===== src/rtl/brl_pkg.sv =====
// Shared types, codes and constants of the boundary range lookup block.
package brl_pkg;

  // Default table depth
  localparam int unsigned MAX_POINTS_DEF = 64;

  // Port widths
  localparam int unsigned IN_W    = 168;
  localparam int unsigned OUT_W   = 72;
  localparam int unsigned CFG_AW  = 2;
  localparam int unsigned CFG_DW  = 31;
  localparam int unsigned ENTRY_W = 96;

  // Register reset values
  localparam logic [2:0]  KIND_RST  = 3'd5;
  localparam logic [30:0] LIMIT_RST = 31'd13107200;
  localparam logic [15:0] TOL_RST   = 16'd1;

  // Boundary kinds that matter to the unblocked query
  localparam logic [2:0] KIND_FOLLOW   = 3'd2;
  localparam logic [2:0] KIND_OVERTAKE = 3'd3;

  typedef enum logic [1:0] {
    CMD_LOAD  = 2'd0,
    CMD_RANGE = 2'd1,
    CMD_UNBLK = 2'd2,
    CMD_CONT  = 2'd3
  } cmd_e;

  typedef enum logic [2:0] {
    STS_OK      = 3'd0,
    STS_OUTSIDE = 3'd1,
    STS_REJECT  = 3'd2,
    STS_UNSUP   = 3'd3,
    STS_FULL    = 3'd4,
    STS_FEW     = 3'd5
  } status_e;

  typedef enum logic [1:0] {
    CFG_KIND  = 2'd0,
    CFG_LIMIT = 2'd1,
    CFG_TOL   = 2'd2
  } cfg_idx_e;

  typedef enum logic [3:0] {
    FSM_IDLE, FSM_CHECK, FSM_SRCH, FSM_SRCH_CMP, FSM_RD_L, FSM_RD_R, FSM_CAP_R,
    FSM_PREP, FSM_DIV, FSM_MUL_A, FSM_MUL_B, FSM_MUL_C, FSM_MUL_D, FSM_RESULT,
    FSM_FINISH
  } fsm_e;

  typedef enum logic [1:0] {RD_MID, RD_L, RD_R} rd_sel_e;

  typedef enum logic [1:0] {MUL_A, MUL_B, MUL_C, MUL_D} mul_sel_e;

  // Commands from the controller to the datapath
  typedef struct packed {
    logic     accept;
    logic     check;
    logic     srch_upd;
    rd_sel_e  rd_sel;
    logic     cap_l;
    logic     cap_r;
    logic     prep;
    logic     div_step;
    logic     mul_en;
    mul_sel_e mul_sel;
    logic     result;
    logic     out_load;
  } ctrl_cmd_t;

  // Status from the datapath to the controller
  typedef struct packed {
    logic early;
    logic is_cont;
    logic srch_busy;
    logic div_last;
    logic out_free;
  } dp_stat_t;

endpackage


===== src/rtl/brl_ctrl.sv =====
// Controller state machine: sequences check, search, divide, multiply and output.
module brl_ctrl (
  input  logic              clk_i,
  input  logic              rst_ni,
  input  logic              in_valid_i,
  output logic              in_ready_o,
  input  brl_pkg::dp_stat_t stat_i,
  output brl_pkg::ctrl_cmd_t cmd_o
);
  import brl_pkg::*;

  fsm_e state_q, state_d;

  // State register
  always_ff @(posedge clk_i or negedge rst_ni) begin
    if (!rst_ni) begin
      state_q <= FSM_IDLE;
    end else begin
      state_q <= state_d;
    end
  end

  // Next state and commands
  always_comb begin
    state_d    = state_q;
    cmd_o      = '0;
    cmd_o.rd_sel  = RD_MID;
    cmd_o.mul_sel = MUL_A;
    in_ready_o = 1'b0;
    case (state_q)
      FSM_IDLE: begin
        in_ready_o = 1'b1;
        if (in_valid_i) begin
          cmd_o.accept = 1'b1;
          state_d      = FSM_CHECK;
        end
      end
      FSM_CHECK: begin
        cmd_o.check = 1'b1;
        state_d     = stat_i.early ? FSM_FINISH : FSM_SRCH;
      end
      FSM_SRCH: begin
        state_d = stat_i.srch_busy ? FSM_SRCH_CMP : FSM_RD_L;
      end
      FSM_SRCH_CMP: begin
        cmd_o.srch_upd = 1'b1;
        state_d        = FSM_SRCH;
      end
      FSM_RD_L: begin
        cmd_o.rd_sel = RD_L;
        state_d      = FSM_RD_R;
      end
      FSM_RD_R: begin
        cmd_o.rd_sel = RD_R;
        cmd_o.cap_l  = 1'b1;
        state_d      = FSM_CAP_R;
      end
      FSM_CAP_R: begin
        cmd_o.cap_r = 1'b1;
        state_d     = FSM_PREP;
      end
      FSM_PREP: begin
        cmd_o.prep = 1'b1;
        state_d    = stat_i.is_cont ? FSM_MUL_A : FSM_DIV;
      end
      FSM_DIV: begin
        cmd_o.div_step = 1'b1;
        if (stat_i.div_last) begin
          state_d = FSM_MUL_A;
        end
      end
      FSM_MUL_A: begin
        cmd_o.mul_en  = 1'b1;
        cmd_o.mul_sel = MUL_A;
        state_d       = FSM_MUL_B;
      end
      FSM_MUL_B: begin
        cmd_o.mul_en  = 1'b1;
        cmd_o.mul_sel = MUL_B;
        state_d       = stat_i.is_cont ? FSM_MUL_C : FSM_RESULT;
      end
      FSM_MUL_C: begin
        cmd_o.mul_en  = 1'b1;
        cmd_o.mul_sel = MUL_C;
        state_d       = FSM_MUL_D;
      end
      FSM_MUL_D: begin
        cmd_o.mul_en  = 1'b1;
        cmd_o.mul_sel = MUL_D;
        state_d       = FSM_RESULT;
      end
      FSM_RESULT: begin
        cmd_o.result = 1'b1;
        state_d      = FSM_FINISH;
      end
      FSM_FINISH: begin
        if (stat_i.out_free) begin
          cmd_o.out_load = 1'b1;
          state_d        = FSM_IDLE;
        end
      end
      default: state_d = FSM_IDLE;
    endcase
  end

endmodule


===== config.mk =====
export PLATFORM = sky130hd
export DESIGN_NAME = brl_ctrl
export DESIGN_NICKNAME = d
export VERILOG_FILES = /design/src/rtl/brl_pkg.sv /design/src/rtl/brl_ctrl.sv
export SDC_FILE = /design/constraint.sdc
export NUM_CORES = 1
export LEC_CHECK = 0
export BUFFER_PORTS_ARGS = -buffer_cell sky130_fd_sc_hd__buf_2
export CAP_MARGIN = 0
export CORE_AREA = 5 5 42 44
export CTS_CLUSTER_SIZE = 40
export DETAILED_ROUTE_END_ITERATION = 8
export DIE_AREA = 0 0 47 49
export HOLD_SLACK_MARGIN = 0.06
export PLACE_DENSITY = 0.71
export REMOVE_ABC_BUFFERS = 1
export SLEW_MARGIN = 20
export SYNTH_ARGS = -nofsm -noshare
export SYNTH_HDL_FRONTEND = slang
export SYNTH_SLANG_ARGS = --single-unit

===== constraint.sdc =====
create_clock -name clk_i -period 2.8 [get_ports clk_i]
set_input_delay 0.28 -clock clk_i [delete_from_list [all_inputs] [get_ports clk_i]]
set_output_delay 0.28 -clock clk_i [all_outputs]
set_load 0.005 [all_outputs]

; ---- Yosys cells after proc, flatten, opt, wreduce, memory -nomap -nowiden
; Index checks and enable logic that the tools add are counted.
[word_totals]
regBits = 4
input_bits = 8
output_inout_bits = 15
word_cells = 42
[op_classes]
eq_ne = 17
mux = 22
n_reduce_logical = 2
[ops]
columns = op, count
row1 = 4-bit case mux with 15 select lines, 1
row2 = "4-bit == test, second input constant", 7
row3 = "4-bit by 3-bit == test with 1-bit output, second input constant", 4
row4 = 4-bit 2-to-1 mux, 4
row5 = 1-bit 2-to-1 mux, 13
row6 = 3-bit case mux with 4 select lines, 1
row7 = "4-bit by 2-bit == test with 1-bit output, second input constant", 2
row8 = 3-bit 2-to-1 mux, 2
row9 = "2-bit != test, second input constant", 3
row10 = "4-bit by 1-bit == test with 1-bit output, second input constant", 1
row11 = 4-bit logical NOT, 1
row12 = 2-bit case mux with 2 select lines, 1
row13 = 3-bit AND reduction, 1

; ---- Depth between registers and ports, before layout
; Gate-level depths: netlist (run 1).
[depth]
ltp_word = 3
ltp_mapped = 5
mapped_depth_nobuf = 4

; ---- Least setup slack after synthesis (run 1)
; No wires, ideal clock.
[synth_path]
path_kind = register to output
startpoint = register state_q[2]
endpoint = output port cmd_o[13] (netlist bit)
t_arrival_ns = 1.112
path_slack_ns = 1.408
stages_incl_launch_ff = 4
path_buffers = 0
cell_sequence = dfrtp_1 or2_2 nor3_1 and2_1
[synth_lines]
columns = element, line_no
row1 = start: declaration, brl_ctrl.sv:12  ; fsm_e state_q, state_d;
row2 = start signal: assignment, brl_ctrl.sv:19  ; state_q <= state_d;
row3 = end: declaration, brl_ctrl.sv:8  ; output brl_pkg::ctrl_cmd_t cmd_o

==> impl_metrics.yaml, run 1 <==
clock_network:
  clockRootBuffer: "clkbuf_4"
  clk_pin_slew_ps: 40
  h-tree-depth: 1
  cts_setup_buffers: 0
  tritoncts: "done"
  cts_resized: 0
  numClockSinks: 4
  clk_path_buf_depth: 2
  cts_inserted_buffers: 3
  worstSkewPairLatency_ps: 230
drt:
  ant_nets: 0
  dr.first_iter.drc_count: 12
  vias_per_cell: 5.202
  drt_pass1_iterations: 4
  drc: 0
  wire_per_inst_um: 11.18
  vias: 541
  wl_um: 1163
power:
  pwr-share-clk_pct: 10.9
  p_switching_mw: 0.3185
  irDropWorstVdd_uv: 310.1
  p_leak_nw: 0.2914
  share_comb_of_total_power_pct: 58.1
  p_per_area_mw_per_mm2: 1147
  swShare_pct: 48.88
  p_int_mw: 0.3332
  power_frac_seq_pct: 31.0
cells_and_area:
  drive_gt1_share_pct: 29.55
  area_delta_synth_final_pct: 26.82
  layout.nets: 98
  fill_cells: 164
  antennaDiodeCount: 0
  top_register: "state_q"
  largest_reg_flops: 4
  reg.largest.list: "state_q (4)"
  utilization_pct: 40.54
logic_synthesis:
  synth_common_cells: "13 x nor2_1, 9 x nand2_1"
  ys_warn_count: 0
  yosysMostFrequentCell: "nor2_1"
  synth-seq-cells: 4
  postSynth.asyncResetShare_pct: 100.0
  syn_area_um2: 447.9
  ys_types: 28
  avgSynthCellArea_um2: 6.492
  yosysTopAreaCell: "dfrtp_1"
  synth_area_leaders: "dfrtp_1 22%, nor2_1 11%, nand2_1 7.5%"
  ys_seq_area_share_pct: 22.35
  ys.flop_type: "dfrtp_1"
  synth_cells: 69
  synth_edf_count: 0
  netlist.area_leader.share_pct: 22.35
job:
  max_cap_violations: 0
outcome:
  outcome: "completed"
timing:
  period_minus_slack_ps: 1871
  setup_tns_ps: 0
  skew_ps: 0.1413
  fmax_ghz: 0.5344
  hold_viol: 0
  setup_viol: 0
  slew_headroom_pct: 66.82
  maxSlewViolCount: 0
  worst_pin_slew_ps: 497.7
  finalCritPeriodShare_pct: 66.83
  rsz0062_at_grt: "no"
  fin_hold_ws_ps: 376.8
floorplan:
  ios: 23
  die_w_um: 47
  num_rows: 14
  coreArea_mm2: 0.001401
  die_area_mm2: 0.002303
  chipHeight_um: 49
  initial_core_util_pct: 31.96
setup_path:
  critical_path_class: "flip-flop to primary output"
  worstPathArrival_ps: 1590
  cpMaxStageDelayCell: "dfrtp_1"
  critPathRequiredTime_ps: 2520
  max_stage_delay_ps: 520
  path_buf_inv: 1
  critPathLaunchType: "flip-flop"
  crit_family: "simple AND/OR/NAND/NOR gates"
  r2r_slack_ps: 1320
  worstPathCellList: "or2_2, nor3_1, and2_1, buf_2"
  end_kind: "primary output"
  crit_fanout: 16
global_routing:
  grt_max_degree: 19
  antenna_found_initial: 0
  overflow: 0
  grt_pass1_vias: 486
  grt_pass1_wl_um: 1966
  track_usage_pct: 11.49
worst_hold_path:
  hp-class: "primary input to asynchronous set/reset pin"
placement:
  port_buffers: 22
  gp_congestion: 0.7834
  dp_hpwl_um: 864.1
[cells by family after synthesis]
logic type | count (synthesis) | synth area share [%]
xor+xnor | 1 | 1.956
simple gates | 41 | 44.42
compound gates | 14 | 20.11
buf+inv | 9 | 11.17
flops | 4 | 22.35
[layout make-up]
class / instances / area, um2 / area share, %
sequential: 4 / 100.1 / 17.62
multi-input combinational: 56 / 297.8 / 52.42
clock buffer: 3 / 22.52 / 3.965
timing repair buffer: 23 / 120.1 / 21.15
tap: 16 / 20.02 / 3.524
inverter: 2 / 7.507 / 1.322
[stage by stage]
| stage | worst slack [ps] | instance area (um2) | total power [mW] | cells |
|---|---|---|---|---|
| floorplan | 1296 | 405.4 | 0.4488 | 62 |
| global placement | 1238 | 535.5 | 0.5749 | 100 |
| detailed placement | 1197 | 535.5 | 0.5803 | 100 |
| CTS | 937.1 | 568.0 | 0.6599 | 104 |
| global route | 768.8 | 568.0 | 0.7430 | 104 |
| finish | 928.7 | 568.0 | 0.6517 | 104 |
[cells in the final DEF, fill, tap and decap left out, types with 2 or more instances in the layout]
cell	instances
nand2_1	9
and3_1	2
nor2b_1	3
nor2_1	13
nand3b_1	2
inv_1	2
nand2b_1	3
clkbuf_4	3
nor3_1	4
a22oi_1	2
a21oi_1	4
buf_2	22
o21ai_0	2
dfrtp_1	4
[power groups by stage]
| stage | Combinational (mW) | Clock (mW) | Sequential [mW] |
|---|---|---|---|
| after CTS | 0.385 | 0.0752 | 0.200 |
| final | 0.378 | 0.0712 | 0.202 |
| after floorplan | 0.277 | 0 | 0.171 |
| after detailed placement | 0.381 | 0 | 0.199 |
| after global placement | 0.378 | 0 | 0.197 |
| after global routing | 0.443 | 0.0820 | 0.218 |
[worst paths after layout]
path	startpoint	endpoint	cells after the start
worst max-delay path	state_q[2]	cmd_o[13]	4
worst min-delay path	rst_ni	state_q[1]	2
worst max register to register	state_q[1]	state_q[0]	4
worst min register to register	state_q[3]	state_q[2]	2
max in group asynchronous	rst_ni	state_q[2]	2
min in group clk_i	stat_i[4]	state_q[3]	4
[routing by layer]
layer  wire length (um)  track usage [%]  share of wire [%]  up-vias
met1                491            13.22                 42      248
met2                528            17.65                 45       20
met3                129            4.428                 11        2
met5                  0                0                  0        -
met4                 14            5.991                1.2        0
li1                   -                -                  -      271
[timing repair]
action | CTS | global route
hold buffers | 1 | 0
endpoints found under the setup margin | 0 | 0
hold endpoints to repair | 4 | 0
(Power assumes the default switching activity.)
==> run 2, diff against run 1 <==
--- a/config.mk
+++ b/config.mk
@@ -12,7 +12,7 @@
 export DETAILED_ROUTE_END_ITERATION = 8
 export DIE_AREA = 0 0 47 49
 export HOLD_SLACK_MARGIN = 0.06
-export PLACE_DENSITY = 0.71
+export PLACE_DENSITY = 0.74
 export REMOVE_ABC_BUFFERS = 1
 export SLEW_MARGIN = 20
 export SYNTH_ARGS = -nofsm -noshare
==> constraint.sdc (replaced) <==
create_clock -name clk_i -period 1.6 [get_ports clk_i]
set_input_delay 0.16 -clock clk_i [delete_from_list [all_inputs] [get_ports clk_i]]
set_output_delay 0.16 -clock clk_i [all_outputs]
set_load 0.005 [all_outputs]
==> run 2 against run 1 <==
  * Non-clock buffer count is 3 higher
  * Critical path type unchanged
  * Global-route usage fell by 0.63 points
  * Sequential cell count unchanged
  * Clock skew up 1.6 ps
  * Worst hold slack got worse by 100 ps
  * Die area did not move
  * Critical endpoint is now cmd_o[8]
  * Largest power group unchanged
  * Sequential power grew 53%
  * Register-to-register slack worse by 1100 ps
  * Power rose by 92%
==> impl_metrics.yaml, run 2 (same netlist as run 1, synthesis figures left out) <==
drt:
  wl_um: 1241
  vias_per_cell: 4.925
  drt_pass1_iterations: 4
  dr.first_iter.drc_count: 13
  ant_nets: 0
  wire_per_inst_um: 11.60
  drc: 0
  vias: 527
power:
  irDropWorstVdd_uv: 733.2
  p_leak_nw: 0.3052
  p_per_area_mw_per_mm2: 2060
clock_network:
  clk_path_buf_depth: 2
  h-tree-depth: 1
  worstSkewPairLatency_ps: 230
  tritoncts: "done"
  numClockSinks: 4
  clockRootBuffer: "clkbuf_4"
  cts_inserted_buffers: 3
  clk_pin_slew_ps: 40
setup_path:
  critPathLaunchType: "flip-flop"
  rr_worst_depth: 5
  critPathCapture: "cmd_o[8]"
  startpoint: "state_q[1]"
  r2r_slack_ps: 270
  end_kind: "primary output"
  timing.rr.start: "state_q[2]"
  worstPathArrival_ps: 1340
  critPathRequiredTime_ps: 1440
  critical_path_class: "flip-flop to primary output"
  r2r_end: "state_q[3]"
  crit_fanout: 10
timing:
  hold_viol: 0
  fin_hold_ws_ps: 272.2
  rsz0062_at_grt: "no"
  slew_headroom_pct: 80.89
  setup_tns_ps: 0
  setup_slack_ps: 99.59
  fmax_ghz: 0.6665
  worst_pin_slew_ps: 286.7
  maxSlewViolCount: 0
  period_minus_slack_ps: 1500
  setup_viol: 0
  finalCritPeriodShare_pct: 93.78
  skew_ps: 1.770
global_routing:
  overflow: 0
  grt_pass1_wl_um: 1869
  antenna_found_initial: 0
  track_usage_pct: 10.86
  grt_max_degree: 18
  grt_pass1_vias: 446
outcome:
  outcome: "completed"
placement:
  port_buffers: 22
  gp_congestion: 0.8325
  place_inst: 103
  pre_cts_slack_ps: 232.8
  dp_hpwl_um: 949
floorplan:
  coreArea_mm2: 0.001401
  num_rows: 14
  initial_core_util_pct: 31.96
  ios: 23
  chipHeight_um: 49
  die_w_um: 47
  die_area_mm2: 0.002303
cells_and_area:
  top_register: "state_q"
  reg.largest.list: "state_q (4)"
  final_common_cell: "buf_2"
  layout.nets: 101
  area_delta_synth_final_pct: 35.75
  antennaDiodeCount: 0
  largest_reg_flops: 4
  utilization_pct: 43.39
  final_cell_mix: "22 x buf_2, 13 x nor2_1, 9 x nand2_1"
  drive_gt1_share_pct: 39.56
  final_cells: 107
worst_hold_path:
  hp-class: "primary input to asynchronous set/reset pin"
job:
  max_cap_violations: 0
## run 2: how the worst min path moves through the flow
stage	from	to	slack [ps]	cells after the start
3_5_place_dp	rst_ni	state_q[1]	-30	1
6_report	rst_ni	state_q[0]	270	2
3_3_place_gp	rst_ni	state_q[1]	-30	1
2_1_floorplan	rst_ni	state_q[0]	-140	0
5_1_grt	rst_ni	state_q[1]	260	2
4_1_cts	rst_ni	state_q[1]	260	2
## run 2: critical path, stage by stage, from the launching register on
cell and delay, ps:
dfrtp_2 460, buf_4 190, nand2b_2 220, nor2_1 120, buf_2 120
## run 2: metal layers
| layer | global-route usage [%] | vias to the layer above | wire length [um] |
|---|---|---|---|
| met5 | 0 | - | 0 |
| met4 | 3.226 | 0 | 0 |
| met3 | 4.428 | 0 | 116 |
| met2 | 14.71 | 21 | 570 |
| met1 | 15.45 | 227 | 554 |
| li1 | - | 279 | - |
## run 2: cell type report
class,count,area [um2]
Multi-Input combinational cell,56,310.3
Tap cell,16,20.02
Timing Repair Buffer,26,142.6
Clock buffer,3,22.52
Sequential cell,4,105.1
Inverter,2,7.507
Fill cell,157,793.3
## run 2: metrics by stage
stage          total power [mW]  area [um2]
3_5_place_dp              1.084       558.0
5_1_grt                   1.382       608.1
4_1_cts                   1.225       593.1
2_1_floorplan            0.7855       405.4
3_3_place_gp              1.068       558.0
6_report                  1.253       608.1
## run 2: repair_timing
item | CTS | global route
resized for setup | 2 | 6
pin swaps | 0 | 1
setup endpoints to repair | 1 | 10
hold buffers | 1 | 0
setup buffers | 0 | 0
hold endpoints to repair | 4 | 0
## run 2: power breakdown
| part | internal, mW | total (mW) | switching (mW) |
|---|---|---|---|
| sequential | 0.167 | 0.310 | 0.142 |
| combinational | 0.411 | 0.822 | 0.411 |
| clock | 0.0836 | 0.121 | 0.0372 |
